### config.mk
export PLATFORM = sky130hd
export DESIGN_NAME = hazard_sensor_safety_interlock_unit
export DESIGN_NICKNAME = d
export VERILOG_FILES = /design/src/sv/hsi_pkg.sv /design/src/sv/hsi_cfg.sv /design/src/sv/hsi_core.sv /design/src/sv/hazard_sensor_safety_interlock_unit.sv
export SDC_FILE = /design/constraint.sdc
export NUM_CORES = 1
export LEC_CHECK = 0
export BUFFER_PORTS_ARGS = -buffer_cell sky130_fd_sc_hd__buf_4
export CELL_PAD_IN_SITES_DETAIL_PLACEMENT = 0
export CELL_PAD_IN_SITES_GLOBAL_PLACEMENT = 1
export CORE_ASPECT_RATIO = 0.75
export CORE_MARGIN = 4
export CORE_UTILIZATION = 50
export DETAILED_ROUTE_END_ITERATION = 10
export GPL_ROUTABILITY_DRIVEN = 0
export PLACE_DENSITY_LB_ADDON = 0.12
export SLEW_MARGIN = 25
export SYNTH_ARGS = -nofsm -noshare
export SYNTH_HDL_FRONTEND = slang
export SYNTH_SLANG_ARGS = --single-unit
### constraint.sdc
create_clock -name i_clk -period 9.14 [get_ports i_clk]
set_input_delay 0.914 -clock i_clk [delete_from_list [all_inputs] [get_ports i_clk]]
set_output_delay 0.914 -clock i_clk [all_outputs]
set_load 0.01 [all_outputs]
### src/sv/hsi_pkg.sv
package hsi_pkg;

    // raw gas converter width
    localparam int GasSampleBits = 12;

    localparam int CfgIdxWidth  = 3;
    localparam int CfgDataWidth = 16;

    // configuration register indexes
    localparam logic [CfgIdxWidth-1:0] CFG_STALE_LIMIT   = 3'd0;
    localparam logic [CfgIdxWidth-1:0] CFG_GAS_ALERT     = 3'd1;
    localparam logic [CfgIdxWidth-1:0] CFG_GAS_RECOVERY  = 3'd2;
    localparam logic [CfgIdxWidth-1:0] CFG_CONFIRM_COUNT = 3'd3;
    localparam logic [CfgIdxWidth-1:0] CFG_RECOVER_COUNT = 3'd4;
    localparam logic [CfgIdxWidth-1:0] CFG_FAN_PERCENT   = 3'd5;

    // safety state codes
    localparam logic [1:0] ST_NORMAL  = 2'd0;
    localparam logic [1:0] ST_WARMING = 2'd1;
    localparam logic [1:0] ST_FAULT   = 2'd2;
    localparam logic [1:0] ST_RISK    = 2'd3;

    // primary cause codes
    localparam logic [2:0] CAUSE_NONE  = 3'd0;
    localparam logic [2:0] CAUSE_FLAME = 3'd1;
    localparam logic [2:0] CAUSE_GAS   = 3'd2;
    localparam logic [2:0] CAUSE_WATER = 3'd3;
    localparam logic [2:0] CAUSE_FAULT = 3'd4;

    // servo codes
    localparam logic [1:0] SERVO_HOLD   = 2'd0;
    localparam logic [1:0] SERVO_VENT   = 2'd1;
    localparam logic [1:0] SERVO_CLOSED = 2'd2;

    // buzzer codes
    localparam logic [1:0] BUZZ_OFF   = 2'd0;
    localparam logic [1:0] BUZZ_INTER = 2'd1;
    localparam logic [1:0] BUZZ_ALARM = 2'd2;

    // light codes
    localparam logic [2:0] LIGHT_NONE    = 3'd0;
    localparam logic [2:0] LIGHT_GRAY    = 3'd1;
    localparam logic [2:0] LIGHT_BLUERED = 3'd2;
    localparam logic [2:0] LIGHT_RED     = 3'd3;
    localparam logic [2:0] LIGHT_YELLOW  = 3'd4;

    // override mask bits
    localparam logic [4:0] MASK_ALL     = 5'h1F;
    localparam logic [4:0] MASK_WARMING = 5'h1D;
    localparam logic [4:0] MASK_WATER   = 5'h1C;

    typedef struct packed {
        logic [31:0]              now_ms;
        logic                     gas_valid;
        logic [31:0]              gas_stamp_ms;
        logic [GasSampleBits-1:0] gas_raw;
        logic                     gas_warmed_up;
        logic                     water_valid;
        logic [31:0]              water_stamp_ms;
        logic                     water_detected;
        logic                     flame_valid;
        logic [31:0]              flame_stamp_ms;
        logic                     flame_detected;
    } t_in_req;

    typedef struct packed {
        logic [1:0] safety_state;
        logic [3:0] cause_flags;
        logic [2:0] primary_cause;
        logic       override_active;
        logic       buzzer_requested;
        logic [4:0] override_mask;
        logic [6:0] fan_percent;
        logic [1:0] servo_position;
        logic       relay_on;
        logic [1:0] buzzer_mode;
        logic [2:0] light_state;
    } t_out_req;

    typedef struct packed {
        logic [15:0]              stale_limit_ms;
        logic [GasSampleBits-1:0] gas_alert_level;
        logic [GasSampleBits-1:0] gas_recovery_level;
        logic [7:0]               confirm_count;
        logic [7:0]               recovery_count;
        logic [6:0]               gas_fan_duty;
    } t_cfg;

endpackage

### src/sv/hsi_cfg.sv
module hsi_cfg (
    input  logic                             i_clk,
    input  logic                             i_rst_n,
    input  logic                             i_cfg_wr_en,
    input  logic [hsi_pkg::CfgIdxWidth-1:0]  i_cfg_idx,
    input  logic [hsi_pkg::CfgDataWidth-1:0] i_cfg_data,
    output hsi_pkg::t_cfg                    o_cfg
);
    import hsi_pkg::*;

    t_cfg r_cfg;

    always_ff @(posedge i_clk) begin
        if (!i_rst_n) begin
            r_cfg.stale_limit_ms     <= 16'd3000;
            r_cfg.gas_alert_level    <= GasSampleBits'(2000);
            r_cfg.gas_recovery_level <= GasSampleBits'(1500);
            r_cfg.confirm_count      <= 8'd3;
            r_cfg.recovery_count     <= 8'd3;
            r_cfg.gas_fan_duty       <= 7'd100;
        end else if (i_cfg_wr_en) begin
            case (i_cfg_idx)
                CFG_STALE_LIMIT:   r_cfg.stale_limit_ms     <= i_cfg_data;
                CFG_GAS_ALERT:     r_cfg.gas_alert_level    <= i_cfg_data[GasSampleBits-1:0];
                CFG_GAS_RECOVERY:  r_cfg.gas_recovery_level <= i_cfg_data[GasSampleBits-1:0];
                CFG_CONFIRM_COUNT: r_cfg.confirm_count      <= i_cfg_data[7:0];
                CFG_RECOVER_COUNT: r_cfg.recovery_count     <= i_cfg_data[7:0];
                CFG_FAN_PERCENT:   r_cfg.gas_fan_duty       <= i_cfg_data[6:0];
                default: ;
            endcase
        end
    end

    assign o_cfg = r_cfg;

endmodule

### src/sv/hsi_core.sv
module hsi_core (
    input  logic              i_clk,
    input  logic              i_rst_n,
    input  logic              i_step,
    input  hsi_pkg::t_in_req  i_req,
    input  hsi_pkg::t_cfg     i_cfg,
    output hsi_pkg::t_out_req o_rsp
);
    import hsi_pkg::*;

    typedef struct packed {
        logic       alarm;
        logic       held;
        logic [7:0] run;
    } t_held;

    function automatic logic fresh_chk(logic valid, logic [31:0] stamp,
                                       logic [31:0] now, logic [15:0] limit);
        logic [31:0] age;
        age = now - stamp;
        return valid && (stamp != 32'd0) && (age <= {16'd0, limit});
    endfunction

    function automatic t_held held_next(logic fresh, logic det, t_held cur,
                                        logic [7:0] rc);
        t_held      nx;
        logic [7:0] run;
        nx  = cur;
        run = cur.run;
        if (!fresh) begin
            if (cur.alarm) nx.held = 1'b1;
            nx.run = 8'd0;
        end else if (det) begin
            nx.alarm = 1'b1;
            nx.held  = 1'b0;
            nx.run   = 8'd0;
        end else if (cur.alarm && cur.held) begin
            if (run < rc) run = run + 8'd1;
            if (run >= rc) begin
                nx.alarm = 1'b0;
                nx.held  = 1'b0;
                nx.run   = 8'd0;
            end else begin
                nx.run = run;
            end
        end else begin
            nx.alarm = 1'b0;
            nx.run   = 8'd0;
        end
        return nx;
    endfunction

    logic       r_gas_alarm, n_gas_alarm;
    logic [7:0] r_gas_alert_run, n_gas_alert_run;
    logic [7:0] r_gas_clear_run, n_gas_clear_run;
    t_held      r_water, n_water;
    t_held      r_flame, n_flame;

    logic gas_fresh, water_fresh, flame_fresh, fault, risk;
    logic [7:0] inc_alert, inc_clear;

    assign gas_fresh   = fresh_chk(i_req.gas_valid, i_req.gas_stamp_ms, i_req.now_ms,
                                   i_cfg.stale_limit_ms);
    assign water_fresh = fresh_chk(i_req.water_valid, i_req.water_stamp_ms, i_req.now_ms,
                                   i_cfg.stale_limit_ms);
    assign flame_fresh = fresh_chk(i_req.flame_valid, i_req.flame_stamp_ms, i_req.now_ms,
                                   i_cfg.stale_limit_ms);
    assign fault = !gas_fresh || !water_fresh || !flame_fresh;

    // saturating run counters stop at the configured count
    assign inc_alert = (r_gas_alert_run < i_cfg.confirm_count) ?
                       r_gas_alert_run + 8'd1 : r_gas_alert_run;
    assign inc_clear = (r_gas_clear_run < i_cfg.recovery_count) ?
                       r_gas_clear_run + 8'd1 : r_gas_clear_run;

    always_comb begin
        n_gas_alarm     = r_gas_alarm;
        n_gas_alert_run = 8'd0;
        n_gas_clear_run = 8'd0;
        if (!i_req.gas_warmed_up) begin
            n_gas_alarm = 1'b0;
        end else if (gas_fresh) begin
            if (r_gas_alarm) begin
                if (i_req.gas_raw <= i_cfg.gas_recovery_level) begin
                    if (inc_clear >= i_cfg.recovery_count) n_gas_alarm = 1'b0;
                    else n_gas_clear_run = inc_clear;
                end
            end else begin
                if (i_req.gas_raw >= i_cfg.gas_alert_level) begin
                    if (inc_alert >= i_cfg.confirm_count) n_gas_alarm = 1'b1;
                    else n_gas_alert_run = inc_alert;
                end
            end
        end
        n_water = held_next(water_fresh, i_req.water_detected, r_water, i_cfg.recovery_count);
        n_flame = held_next(flame_fresh, i_req.flame_detected, r_flame, i_cfg.recovery_count);
    end

    always_ff @(posedge i_clk) begin
        if (!i_rst_n) begin
            r_gas_alarm     <= 1'b0;
            r_gas_alert_run <= 8'd0;
            r_gas_clear_run <= 8'd0;
            r_water         <= '0;
            r_flame         <= '0;
        end else if (i_step) begin
            r_gas_alarm     <= n_gas_alarm;
            r_gas_alert_run <= n_gas_alert_run;
            r_gas_clear_run <= n_gas_clear_run;
            r_water         <= n_water;
            r_flame         <= n_flame;
        end
    end

    assign risk = n_flame.alarm || n_gas_alarm || n_water.alarm;

    always_comb begin
        o_rsp = '0;
        o_rsp.cause_flags = {fault, n_water.alarm, n_gas_alarm, n_flame.alarm};
        if (n_flame.alarm)      o_rsp.primary_cause = CAUSE_FLAME;
        else if (n_gas_alarm)   o_rsp.primary_cause = CAUSE_GAS;
        else if (n_water.alarm) o_rsp.primary_cause = CAUSE_WATER;
        else if (fault)         o_rsp.primary_cause = CAUSE_FAULT;
        else                    o_rsp.primary_cause = CAUSE_NONE;

        if (risk)                      o_rsp.safety_state = ST_RISK;
        else if (fault)                o_rsp.safety_state = ST_FAULT;
        else if (!i_req.gas_warmed_up) o_rsp.safety_state = ST_WARMING;
        else                           o_rsp.safety_state = ST_NORMAL;

        o_rsp.buzzer_requested = risk;
        o_rsp.relay_on         = 1'b0;

        if (o_rsp.safety_state == ST_WARMING) begin
            o_rsp.override_active = 1'b1;
            o_rsp.override_mask   = MASK_WARMING;
            o_rsp.light_state     = LIGHT_YELLOW;
        end else begin
            // later overrides win: fault, water, gas, flame
            if (fault) begin
                o_rsp.override_mask = MASK_ALL;
                o_rsp.light_state   = LIGHT_GRAY;
            end
            if (n_water.alarm) begin
                o_rsp.override_mask = o_rsp.override_mask | MASK_WATER;
                o_rsp.buzzer_mode   = BUZZ_INTER;
                o_rsp.light_state   = LIGHT_BLUERED;
            end
            if (n_gas_alarm) begin
                o_rsp.override_mask  = MASK_ALL;
                o_rsp.fan_percent    = i_cfg.gas_fan_duty;
                o_rsp.servo_position = SERVO_VENT;
                o_rsp.buzzer_mode    = BUZZ_ALARM;
                o_rsp.light_state    = LIGHT_RED;
            end
            if (n_flame.alarm) begin
                o_rsp.override_mask  = MASK_ALL;
                o_rsp.fan_percent    = 7'd0;
                o_rsp.servo_position = SERVO_CLOSED;
                o_rsp.buzzer_mode    = BUZZ_ALARM;
                o_rsp.light_state    = LIGHT_RED;
            end
            o_rsp.override_active = fault || risk;
        end
    end

endmodule

### src/sv/hazard_sensor_safety_interlock_unit.sv
// Hazard interlock: each request is one evaluation tick with the current time and the gas,
// water and flame readings; each request yields exactly one response with the safety state,
// cause flags, primary cause and actuator overrides. A request can be taken every clock cycle
// while responses are being taken; a response is valid after its request passes the input
// register, then the response register; the alarm state advances as the request moves from
// the input register into the response register. The single evaluation pass between those
// two registers sets the rate. A stalled response holds the request behind it.
// Configuration registers may only be written while no request is in flight.
module hazard_sensor_safety_interlock_unit (
    input  logic                             i_clk,
    input  logic                             i_rst_n,
    input  logic                             i_valid,
    output logic                             o_ready,
    input  hsi_pkg::t_in_req                 i_req,
    output logic                             o_valid,
    input  logic                             i_ready,
    output hsi_pkg::t_out_req                o_rsp,
    input  logic                             i_cfg_wr_en,
    input  logic [hsi_pkg::CfgIdxWidth-1:0]  i_cfg_idx,
    input  logic [hsi_pkg::CfgDataWidth-1:0] i_cfg_data
);
    import hsi_pkg::*;

    t_in_req  r_in;
    logic     r_in_valid;
    t_out_req r_out;
    logic     r_out_valid;
    t_out_req core_rsp;
    t_cfg     cfg;
    logic     advance;

    assign advance = r_in_valid && (!r_out_valid || i_ready);
    assign o_ready = !r_in_valid || advance;

    hsi_cfg u_cfg (
        .i_clk       (i_clk),
        .i_rst_n     (i_rst_n),
        .i_cfg_wr_en (i_cfg_wr_en),
        .i_cfg_idx   (i_cfg_idx),
        .i_cfg_data  (i_cfg_data),
        .o_cfg       (cfg)
    );

    hsi_core u_core (
        .i_clk   (i_clk),
        .i_rst_n (i_rst_n),
        .i_step  (advance),
        .i_req   (r_in),
        .i_cfg   (cfg),
        .o_rsp   (core_rsp)
    );

    always_ff @(posedge i_clk) begin
        if (!i_rst_n) begin
            r_in_valid <= 1'b0;
        end else if (o_ready) begin
            r_in_valid <= i_valid;
        end
    end

    always_ff @(posedge i_clk) begin
        if (o_ready && i_valid) begin
            r_in <= i_req;
        end
    end

    always_ff @(posedge i_clk) begin
        if (!i_rst_n) begin
            r_out_valid <= 1'b0;
        end else if (advance) begin
            r_out_valid <= 1'b1;
        end else if (i_ready) begin
            r_out_valid <= 1'b0;
        end
    end

    always_ff @(posedge i_clk) begin
        if (advance) begin
            r_out <= core_rsp;
        end
    end

    assign o_valid = r_out_valid;
    assign o_rsp   = r_out;

endmodule
==> results.json, run 1 <==
{
  "status": "finished clean",
  "cp.arrival_ps": 6570,
  "core_area_um2": 37500,
  "drc": 0,
  "met3_wirelength_um": 6340,
  "cts_buffers": 30,
  "final_nets": 2723,
  "cts_resized": 0,
  "vias_per_cell": 6.05,
  "synth_top_area_cell": "edfxtp_1",
  "yosysTopAreaCellShare_pct": 27.2,
  "grt_pass1_wl_um": 90500,
  "synth_area_per_cell_um2": 9.03,
  "grt_max_degree": 77,
  "relSlewSlack_pct": 30.3,
  "layout-drive-gt1-share_pct": 12.7,
  "r2r-start": "r_in[1]$_DFFE_PP_",
  "hold_violations": 0,
  "syn-num-nets": 2531,
  "vdd_ir_drop_max_v": 0.000156,
  "critPathMaxStageDelay_ps": 520,
  "worst_pin_slew_ps": 1030,
  "tns_ps": 0,
  "cp_data_required_time_ps": 9470,
  "dpl.hpwl_um": 46800,
  "die_x_um": 234,
  "maxSlewViolCount": 0,
  "first_pass_iters": 5,
  "hold_path.class": "flip-flop to flip-flop",
  "cts_buffer_depth": 3,
  "wl_met2_um": 24200,
  "cap_violations": 0,
  "cts_max_level": 1,
  "pin_count": 203,
  "synth_seq_cells": 276,
  "wire_per_inst_um": 20.7,
  "setup_violations": 0,
  "worstReg2RegEnd": "o_rsp[21]$_SDFFCE_PP1P_",
  "ys_types": 86,
  "start_util_pct": 51.3,
  "yosysSeqAreaShare_pct": 37.8,
  "fp-row-count": 61,
  "cts_root_buf": "clkbuf_16",
  "min_to": "u_cfg.o_cfg[62]$_SDFFE_PN0P_",
  "power_density_nw_per_um2": 156,
  "antenna_found_initial": 1,
  "critPathMaxFanout": 7,
  "first_global_vias": 16300,
  "path_clk_slew_ps": 60,
  "synth_cells": 2129,
  "cts_tree": "built",
  "final_antenna_net_count": 0,
  "syn_to_final_growth_pct": 16.1,
  "cts.sinks": 276,
  "critPathLaunchType": "flip-flop",
  "fin_skew_ps": 22.4,
  "total_leakage_power_nw": 9.64,
  "cp_cell_sequence": "ha_1, fa_1, nand2b_1, a21o_1, nand2_1, nor2_1, o21ai_0, and2_1, o21ai_0, nand2b_1, a31oi_1, xnor2_1, ha_1, a21oi_1, nand2_1, a21oi_1, o21ai_0, a21boi_0, or4_1, nor4_1, nand4_1, mux2_2, or4_4, or3b_1",
  "track_usage_pct": 27.8,
  "via_count": 17200,
  "power.total_mw": 3.48,
  "final.period_utilization_pct": 68.3,
  "top_layer": "met4",
  "numPortBuffers": 201,
  "drtIter0Drc": 1476,
  "finalWirelength_um": 59100,
  "clock.fmax_ghz": 0.160,
  "crit_top_cell": "o21ai_0",
  "rr_worst_depth": 24,
  "synth_area_um2": 19200,
  "fill_cells": 3322,
  "fin_crit_ps": 6240,
  "synth-edff-count": 174,
  "clk_latency_ps": 610,
  "dieArea_um2": 41700,
  "hold_depth": 2,
  "overflow": 0,
  "synth.area.top_cells": "edfxtp_1, ha_1, dfxtp_1, a21oi_1, nand2_1",
  "wirelength_met1_um": 27300,
  "rsz0062_at_grt": "false",
  "post-cts-setup-buffers": 0,
  "dominantRegCellSynth": "edfxtp_1",
  "crit_type": "flip-flop to flip-flop",
  "ys_warn_count": 0,
  "r2r_slack_ps": 2900,
  "postCtsHoldBufs": 0,
  "cp-end-kind": "flip-flop",
  "async_flop_share_pct": 0,
  "die_y_um": 178,
  "min_from": "u_cfg.o_cfg[62]$_SDFFE_PN0P_",
  "cp_slowest_cell": "or4_4"
}
==> cells in the final DEF, fill, tap and decap left out, types with 9 or more instances in the layout <==
cell and instances:
a21o_1 68, or2_2 11, a31oi_1 17, nand4_1 61, xnor2_1 46, buf_4 211
nand3_1 54, nand2_1 252, o21a_1 23, o21bai_1 10, edfxtp_1 174, and2_1 19
and3_1 20, xor2_1 28, a211oi_1 21, a2111oi_0 9, o211ai_1 47, nor2_1 103
a21oi_1 205, nor3_1 43, o21ai_0 88, clkbuf_16 30, a22o_1 9, or3_1 11
inv_1 175, ha_1 229, nor2b_1 18, dfxtp_1 102, nor4_1 44, or4_1 10
nand2b_1 37
==> flip-flops by register name, indices dropped and copies added (netlist names) <==
signal,flops
r_in,146
u_core.r_flame,10
r_in_valid,1
o_valid,1
u_core.r_gas_clear_run,8
o_rsp,28
u_cfg.o_cfg,63
u_core.r_gas_alarm,1
u_core.r_water,10
u_core.r_gas_alert_run,8
==> report_power, final <==
part           internal [mW]  switching, mW  total, mW
combinational          0.307          0.455      0.762
sequential              1.38         0.0468       1.43
clock                  0.749          0.541       1.29
total                   2.44           1.04       3.48
==> kinds of logic (layout without fill, tap and decap cells) <==
group	count (synthesis)	count (layout)	share of synthesized area, %
simple gates	721	721	18.8
mux	14	14	0.774
compound gates	582	582	19.5
xor+xnor	74	74	3.37
buf+inv	229	445	4.54
fa+ha+maj	232	232	15.2
flops	276	276	37.8
other cells	1	2	0.0195
==> per-stage QoR <==
stage,instance area (µm²),worst slack [ps],instances,hold WS [ps],utilization (%)
2_1_floorplan,19200,3840,2129,432,-
3_3_place_gp,21300,3240,2792,444,56.7
3_5_place_dp,21300,3050,2792,447,56.7
4_1_cts,22300,3010,2848,455,59.5
5_1_grt,22300,2540,2850,463,59.6
6_report,22300,2900,2850,453,59.6
==> how the worst max path moves through the flow <==
stage	from	end	slack [ps]	cells past startpoint
floorplan	r_in[1]$_DFFE_PP_	o_rsp[18]$_SDFFCE_PP1P_	3840	24
global route	r_in[1]$_DFFE_PP_	o_rsp[21]$_SDFFCE_PP1P_	2540	24
detailed placement	r_in[1]$_DFFE_PP_	o_rsp[21]$_SDFFCE_PP1P_	3050	24
CTS	r_in[1]$_DFFE_PP_	o_rsp[21]$_SDFFCE_PP1P_	3010	24
global placement	r_in[1]$_DFFE_PP_	o_rsp[18]$_SDFFCE_PP1P_	3240	24
finish	r_in[1]$_DFFE_PP_	o_rsp[21]$_SDFFCE_PP1P_	2900	24
==> layer usage <==
layer / vias up / global-route usage, %
met3: 82 / 7.85
li1: 8306 / -
met5: - / 0
met4: 0 / 5.53
met2: 669 / 40.2
met1: 8175 / 41.5
==> critical path, delay by kind of cell (launching register included) <==
kind            cells  cell delay, ps
simple gates       11            2820
compound gates      8            1160
fa+ha+maj           3             960
mux                 1             450
flops               1             430
xor+xnor            1             140
==> synth_stat cells, drive strengths merged, types with 12 or more instances <==
library cell	number
nor2b	19
nor4	46
and3	20
o211ai	47
xnor2	46
clkbuf	46
nand3	54
dfxtp	102
nand2b	37
o21a	23
ha	229
a31oi	17
a21oi	205
edfxtp	174
a211oi	21
nand4	61
inv	176
nand2	252
o21ai	92
or2	12
or3	12
xor2	28
a21o	68
nor3	44
nor2	103
and2	20
==> layout make-up <==
cell class,count,area (µm²),share of cell area [%]
well taps,504,631,2.82
inverters,177,664,2.98
repair buffers,212,1610,7.22
flip-flops and latches,276,7270,32.5
multi-input cells,1624,11100,49.8
clock buffers,34,766,3.43
diodes,1,2.50,0.0112
clock inverters,22,275,1.23
Power figures use the tool's default switching activity.
==> inputs of run 2 (changes only) <==
CORE_UTILIZATION = 46   (was 50)
clock period = 5.91 ns   (was 9.14 ns; I/O delays follow)
==> run 2 against run 1 <==
Routed wire length up 1.9%; cell count grew 2.5%; fmax is 10% higher; largest power group unchanged; via count rose by 0.13%; sequential share of layout area shrank 0.34 points; clock-buffer cell count is 1 lower; non-clock buffer count rose by 16; sequential power up 55%; register-to-register slack worse by 2600 ps.
==> results.json, run 2 (synthesis results as in run 1) <==
{
  "critPathMaxFanout": 9,
  "total_leakage_power_nw": 9.74,
  "grt_max_degree": 117,
  "layout-drive-gt1-share_pct": 13.8,
  "cts_buffer_depth": 3,
  "wire_per_inst_um": 20.6,
  "dpl.hpwl_um": 47600,
  "cts_buffers": 29,
  "drc": 0,
  "clk_latency_ps": 590,
  "min_from": "i_req[63]",
  "hold_path.class": "input pin to flip-flop",
  "start_util_pct": 46.9,
  "power_density_nw_per_um2": 237,
  "vdd_ir_drop_max_v": 0.000224,
  "final_nets": 2738,
  "stdcell_count": 2920,
  "fill_cells": 3746,
  "hold_depth": 1,
  "maxSlewViolCount": 0,
  "setup_violations": 0,
  "cp_data_required_time_ps": 6240,
  "die_y_um": 185,
  "fin_crit_ps": 5650,
  "drtIter0Drc": 1660,
  "final_cell_mix": "nand2_1, ha_1, buf_4",
  "track_usage_pct": 25.7,
  "met3_wirelength_um": 4630,
  "antenna_found_initial": 0,
  "cp_slowest_cell": "or4_4",
  "via_count": 17300,
  "dieArea_um2": 45200,
  "relSlewSlack_pct": 34.8,
  "hold_violations": 0,
  "largest_reg_flops": 146,
  "final_common_cell": "nand2_1",
  "first_global_vias": 16000,
  "syn_to_final_growth_pct": 17.3,
  "cap_violations": 0,
  "post-place-ws_ps": -125,
  "min_to": "r_in[63]$_DFFE_PP_",
  "fp-row-count": 64,
  "final.period_utilization_pct": 95.6,
  "grt_pass1_wl_um": 91400,
  "dp_cells": 2859,
  "cp.arrival_ps": 5980,
  "cts_tree": "built",
  "cp-end-kind": "flip-flop",
  "rr_worst_depth": 19,
  "crit_type": "flip-flop to flip-flop",
  "wirelength_met1_um": 30000,
  "status": "finished clean",
  "pin_count": 203,
  "critPathMaxStageDelay_ps": 580,
  "cp_cell_sequence": "ha_1, fa_2, nor2b_4, o2111a_2, nor3_4, nor3_1, nor2_1, o21ai_1, xor2_1, ha_1, nand4_1, or4_4, nand2_1, nand4_1, or4_1, or3_4, o41ai_4, o21bai_4, or4_1",
  "worst_pin_slew_ps": 968,
  "path_clk_slew_ps": 70,
  "cts_max_level": 1,
  "first_pass_iters": 5,
  "num_antenna_cells": 0,
  "wl_met2_um": 24400,
  "cts.sinks": 276,
  "top_register": "r_in",
  "numPortBuffers": 201,
  "core_area_um2": 41000,
  "worstReg2RegEnd": "o_rsp[15]$_SDFFCE_PP1P_",
  "r2r_slack_ps": 260,
  "r2r-start": "r_in[81]$_DFFE_PP_",
  "die_x_um": 244,
  "top_layer": "met4",
  "setup_slack_ps": 260,
  "cts_root_buf": "clkbuf_16",
  "final_antenna_net_count": 0,
  "finalWirelength_um": 60200,
  "critPathLaunchType": "flip-flop",
  "overflow": 0,
  "clock.fmax_ghz": 0.177,
  "fin_skew_ps": 10.2,
  "vias_per_cell": 5.91
}
==> run 2: worst max-delay path: cells and delay by family, from the launching register on <==
| kind | cells | cell delay [ps] |
|---|---|---|
| DFF | 1 | 420 |
| xor gates and xnor gates | 1 | 90 |
| and+or+nand+nor | 11 | 2780 |
| AOI/OAI and AO/OA | 4 | 1110 |
| adders and majority gates | 3 | 960 |
==> run 2: final cells by class <==
type,instances,area (µm²),area share (%)
clock buffers,33,782,3.47
flip-flops and latches,276,7270,32.2
repair buffers,228,1740,7.70
clock inverters,21,224,0.993
multi-input cells,1624,11200,49.6
inverters,177,664,2.94
well taps,561,702,3.11
==> run 2: timing repair <==
| action | CTS | global route |
|---|---|---|
| hold buffers | 0 | 0 |
| pin swaps | 0 | 6 |
| gates resized for setup | 1 | 24 |
| gates cloned | 0 | 0 |
| endpoints found under the setup margin | 3 | 18 |
| buffers inserted | 0 | 7 |
==> run 2: report_power, final <==
part / internal (mW) / switching (mW)
Clock: 1.13 / 0.805
Sequential: 2.14 / 0.0716
Combinational: 0.484 / 0.724
Total: 3.75 / 1.60
==> run 2: per-stage QoR <==
stage | util, % | setup TNS [ps] | hold slack, ps | total power, mW | cell area (µm²)
3_3_place_gp | 52.2 | -140 | 443 | 3.40 | 21400
5_1_grt | 55.0 | -107 | 149 | 5.60 | 22600
6_report | 55.0 | 0 | 175 | 5.35 | 22600
3_5_place_dp | 52.2 | -292 | 449 | 3.41 | 21400
2_1_floorplan | - | 0 | 432 | 3.01 | 19200
4_1_cts | 54.7 | 0 | 144 | 5.35 | 22400
==> run 2: worst max-delay path by stage <==
stage / slack (ps) / end / cells after the start / startpoint
3_5_place_dp: -130 / o_rsp[18]$_SDFFCE_PP1P_ / 24 / r_in[1]$_DFFE_PP_
6_report: 260 / o_rsp[15]$_SDFFCE_PP1P_ / 19 / r_in[81]$_DFFE_PP_
4_1_cts: 30 / o_rsp[18]$_SDFFCE_PP1P_ / 19 / r_in[115]$_DFFE_PP_
5_1_grt: -50 / o_rsp[21]$_SDFFCE_PP1P_ / 20 / r_in[117]$_DFFE_PP_
2_1_floorplan: 610 / o_rsp[18]$_SDFFCE_PP1P_ / 24 / r_in[1]$_DFFE_PP_
3_3_place_gp: -70 / o_rsp[18]$_SDFFCE_PP1P_ / 24 / r_in[1]$_DFFE_PP_
==> run 2: routing by layer <==
| metal | track usage (%) | vias up |
|---|---|---|
| met2 | 36.5 | 651 |
| met4 | 4.93 | 0 |
| met1 | 40.9 | 8183 |
| met3 | 4.25 | 77 |
| met5 | 0 | - |
| li1 | - | 8343 |
